`config.mk`:
```
export PLATFORM = sky130hd
export DESIGN_NAME = rddh_ctrl
export DESIGN_NICKNAME = d
export VERILOG_FILES = /design/src/rtl/rddh_pkg.sv /design/src/rtl/rddh_ctrl.sv
export SDC_FILE = /design/constraint.sdc
export NUM_CORES = 1
export LEC_CHECK = 0
export ABC_AREA = 1
export ABC_CLOCK_PERIOD_IN_PS = 2800
export BUFFER_PORTS_ARGS = -buffer_cell sky130_fd_sc_hd__buf_4
export CAP_MARGIN = 10
export CORE_AREA = 2 2 39 41
export CTS_CLUSTER_SIZE = 8
export DETAILED_ROUTE_END_ITERATION = 7
export DIE_AREA = 0 0 41 43
export PLACE_DENSITY_LB_ADDON = 0.12
export SYNTH_ARGS = -nofsm -noshare
export SYNTH_HDL_FRONTEND = slang
export SYNTH_SLANG_ARGS = --single-unit
```
`constraint.sdc`:
```
create_clock -name clock -period 2.8 [get_ports clock]
set_input_delay 0.14 -clock clock [delete_from_list [all_inputs] [get_ports clock]]
set_output_delay 0.14 -clock clock [all_outputs]
set_load 0.01 [all_outputs]
```
`src/rtl/rddh_pkg.sv`:
```
// Shared types and constants for the register dependency distance histogram.
// No dependencies; used by rddh_ctrl, rddh_datapath and the top level.
package rddh_pkg;

   // Table and counter geometry
   localparam int NUM_REGS    = 256;
   localparam int REG_BITS    = 8;
   localparam int STAMP_BITS  = 48;
   localparam int INSTR_BITS  = 48;
   localparam int CNT_BITS    = 32;
   localparam int EDGE_BITS   = 8;
   localparam int NUM_BINS    = 12;
   localparam int BIN_IDX_BITS = $clog2(NUM_BINS);

   // Operand modes
   localparam logic [1:0] MODE_READ  = 2'd0;
   localparam logic [1:0] MODE_WRITE = 2'd1;
   localparam logic [1:0] MODE_END   = 2'd2;

   // Dependency kinds
   localparam logic [1:0] DEP_NONE = 2'd0;
   localparam logic [1:0] DEP_RAW  = 2'd1;
   localparam logic [1:0] DEP_WAR  = 2'd2;
   localparam logic [1:0] DEP_WAW  = 2'd3;

   // Configuration register indexes
   localparam logic [1:0] CSR_BIN_EDGE_LOW  = 2'd0;
   localparam logic [1:0] CSR_BIN_EDGE_MID  = 2'd1;
   localparam logic [1:0] CSR_BIN_EDGE_HIGH = 2'd2;

   // Edge reset values
   localparam logic [EDGE_BITS-1:0] EDGE_LOW_RST  = 8'd2;
   localparam logic [EDGE_BITS-1:0] EDGE_MID_RST  = 8'd8;
   localparam logic [EDGE_BITS-1:0] EDGE_HIGH_RST = 8'd32;

   typedef enum logic [1:0] {
      ST_IDLE,
      ST_DIST,
      ST_BIN,
      ST_COMMIT
   } state_type;

   // Controller to datapath
   typedef struct packed {
      logic capture;
      logic distance;
      logic bin;
      logic commit;
   } cmd_type;

   // Datapath to controller
   typedef struct packed {
      logic out_free;
   } status_type;

endpackage

```
`src/rtl/rddh_ctrl.sv`:
```
// Sequencer for the dependency histogram: capture, distance, bin, commit.
// Depends on rddh_pkg.
module rddh_ctrl (
   input  logic                 clock,
   input  logic                 reset,
   input  logic                 req_valid,
   output logic                 req_ready,
   input  rddh_pkg::status_type status,
   output rddh_pkg::cmd_type    cmd
);

   rddh_pkg::state_type state_ff;
   rddh_pkg::state_type state_in;

   // State register
   always_ff @(posedge clock) begin
      if (reset) begin
         state_ff <= rddh_pkg::ST_IDLE;
      end else begin
         state_ff <= state_in;
      end
   end

   // Next state
   always_comb begin
      state_in = state_ff;
      case (state_ff)
         rddh_pkg::ST_IDLE: begin
            if (req_valid) state_in = rddh_pkg::ST_DIST;
         end
         rddh_pkg::ST_DIST:   state_in = rddh_pkg::ST_BIN;
         rddh_pkg::ST_BIN:    state_in = rddh_pkg::ST_COMMIT;
         rddh_pkg::ST_COMMIT: begin
            // hold until the result register can take the beat
            if (status.out_free) state_in = rddh_pkg::ST_IDLE;
         end
         default: state_in = rddh_pkg::ST_IDLE;
      endcase
   end

   // Outputs
   always_comb begin
      req_ready   = 1'b0;
      cmd         = '0;
      case (state_ff)
         rddh_pkg::ST_IDLE: begin
            req_ready   = 1'b1;
            cmd.capture = req_valid;
         end
         rddh_pkg::ST_DIST:   cmd.distance = 1'b1;
         rddh_pkg::ST_BIN:    cmd.bin      = 1'b1;
         rddh_pkg::ST_COMMIT: cmd.commit   = status.out_free;
         default: ;
      endcase
   end

endmodule

```
==> out/results.txt <==
outcome: complete, no violations
count of cell types in the netlist: 8
critical path launch point type: register
number of nets in the layout: 48
ratio of cells with drive above 1 in the final layout: 36.8%
drt pass-1 iters: 2
TritonCTS clock tree: built
Largest regs: state_ff (2)
Yosys top cell by area: ha_1
Avg Synthesized Cell Area: 6.77 µm²
FF+latch area: 40.0 µm²
number of setup buffers added after CTS: 0
Post-Synthesis Cell Area: 183 µm²
Most flops, register: state_ff
CP Capture Type: output pin
leakage power total: 0.176 nW
drt total wl: 363 µm
Clock Skews: 0.000494 ns
Num CTS Buffers: 3
post-layout minimum cycle time: 1.29 ns
Place WS: 1.71 ns
Cells after Synth: 27
Rows: 14
detailed router's first-iteration violation count: 3
# setup viols final: 0
All-Layer GR Usage: 5.60%
n_diodes: 0
Root Buffer Master: clkbuf_4
first-pass GRT wire length: 600 µm
vias per inst: 3.31
Seq/Total Area, Yosys: 21.9%
critical setup path kind: register to output pin
Synth Warn #: 0
die height: 43 µm
setup slack after layout: 1.51 ns
DRC Markers: 0
GPL Wtd Cong: 0.597
core area: 1380 µm²
dpl hpwl: 285 µm
IO Pins: 9
flops & latches, synth: 2
Max-Cap Viols: 0
worst-path fanout max: 4
CP most frequent cell: inv_1
Setup TNS Final: 0 ns
remaining antenna violation count: 0
vias in the first global route: 181
max reg flops: 2
I/O Buffers: 8
worst min-delay path class: input pin to register
clock slew at reported path FFs: 0.03 ns
die area: 1760 µm²
fmax: 0.776 GHz
DR WL/cell: 6.72 µm
H-tree depth: 1
worst hold slack: 0.165 ns
Multi-input gate area: 113 µm²
worst path cell trace: inv_1 -> ha_1 -> nand2_1 -> inv_1 -> buf_4
PostCTS Resize Cnt: 0
RSZ-0062 raised after global routing: false
initial antenna violation count: 0
CP peak stage delay: 0.37 ns
largest net degree at the start of global routing: 5
fillcell total: 162
Critical-path top delay cell: dfxtp_1
CTS Hold Bufs: 0
Die X: 41 µm
slew at the pin with the worst max-slew slack: 0.143 ns
Slew Viols, Final: 0
Finished Layout Cells: 54
worst skew pair latency: 0.22 ns
Yosys top cell area share: 27.4%
peak supply drop: 325 µV
CP Data Required Time: 2.66 ns
crit path DAT: 1.15 ns
Final Cycle Share: 46.0%
total number of vias: 179
Layout area overhead: 56.2%
CTS Buffer Depth: 2
Post-Place Cells: 51
GR Overflow Total: 0
largest cells by area after synthesis: ha_1 (27%), dfxtp_1 (22%), inv_1 (16%)
Initial Util: 13.2%
CTS Sinks: 2
Fin. Hold Viols: 0
Slew HR: 90.5%
PwrDens: 958 nW/µm²
net count after synthesis: 35
logic make-up after synthesis:
family,count (synthesis),synth area share [%]
compound gates,2,5.48
fa+ha+maj,4,27.4
buf+inv,8,16.4
flops,2,21.9
simple gates,11,28.8
cells in the mapped netlist:
library cell / n
inv_1: 8
nor2_1: 3
a21oi_1: 2
ha_1: 4
dfxtp_1: 2
nand2_1: 5
nand2_2: 2
nand3_2: 1
layer usage:
metal	vias to the layer above	track usage, %	wire length [µm]
met1	74	6.03	146
met5	-	0	0
met4	0	8.00	0
li1	100	-	-
met3	0	1.57	30
met2	5	6.88	186
worst max-delay path: cells and delay by family (launching register included):
kind | cells | cell delay, ns
simple gates | 1 | 0.07
flops | 1 | 0.37
buf+inv | 3 | 0.24
fa+ha+maj | 1 | 0.24
final cells by class:
cell class	count	share of cell area, %
Multi-Input combinational cell	17	39.5
Timing Repair Buffer	8	21.1
Inverter	8	10.5
Clock buffer	3	7.89
Sequential cell	2	14.0
Tap cell	16	7.02
worst paths after layout:
path                                  start          end  slack, ns  depth (start not counted)
worst max-delay path            state_ff[0]       cmd[3]       1.51                          5
worst min-delay path                  reset  state_ff[1]       0.16                          4
worst max register to register  state_ff[0]  state_ff[0]       1.72                          6
worst min register to register  state_ff[0]  state_ff[0]       0.54                          2
placed cells by master, fill, tap and decap left out, drive strengths merged:
cell type,instances
inv,8
ha,4
nand3,1
dfxtp,2
nand2,7
nor2,3
a21oi,2
clkbuf,3
buf,8
stage by stage:
stage / util [%] / cell area (µm²) / power, W
after global placement: 19.0 / 263 / 0.000214
after detailed placement: 19.0 / 263 / 0.000213
final: 20.6 / 285 / 0.000273
after floorplan: - / 183 / 0.000157
after CTS: 20.6 / 285 / 0.000283
after global routing: 20.6 / 285 / 0.000302
power by group:
| group | total [W] | internal, W | switching [W] |
|---|---|---|---|
| registers | 0.0000543 | 0.0000412 | 0.0000131 |
| clock network | 0.0000636 | 0.0000473 | 0.0000163 |
| logic | 0.000155 | 0.0000758 | 0.0000796 |
(Power assumes the default switching activity.)
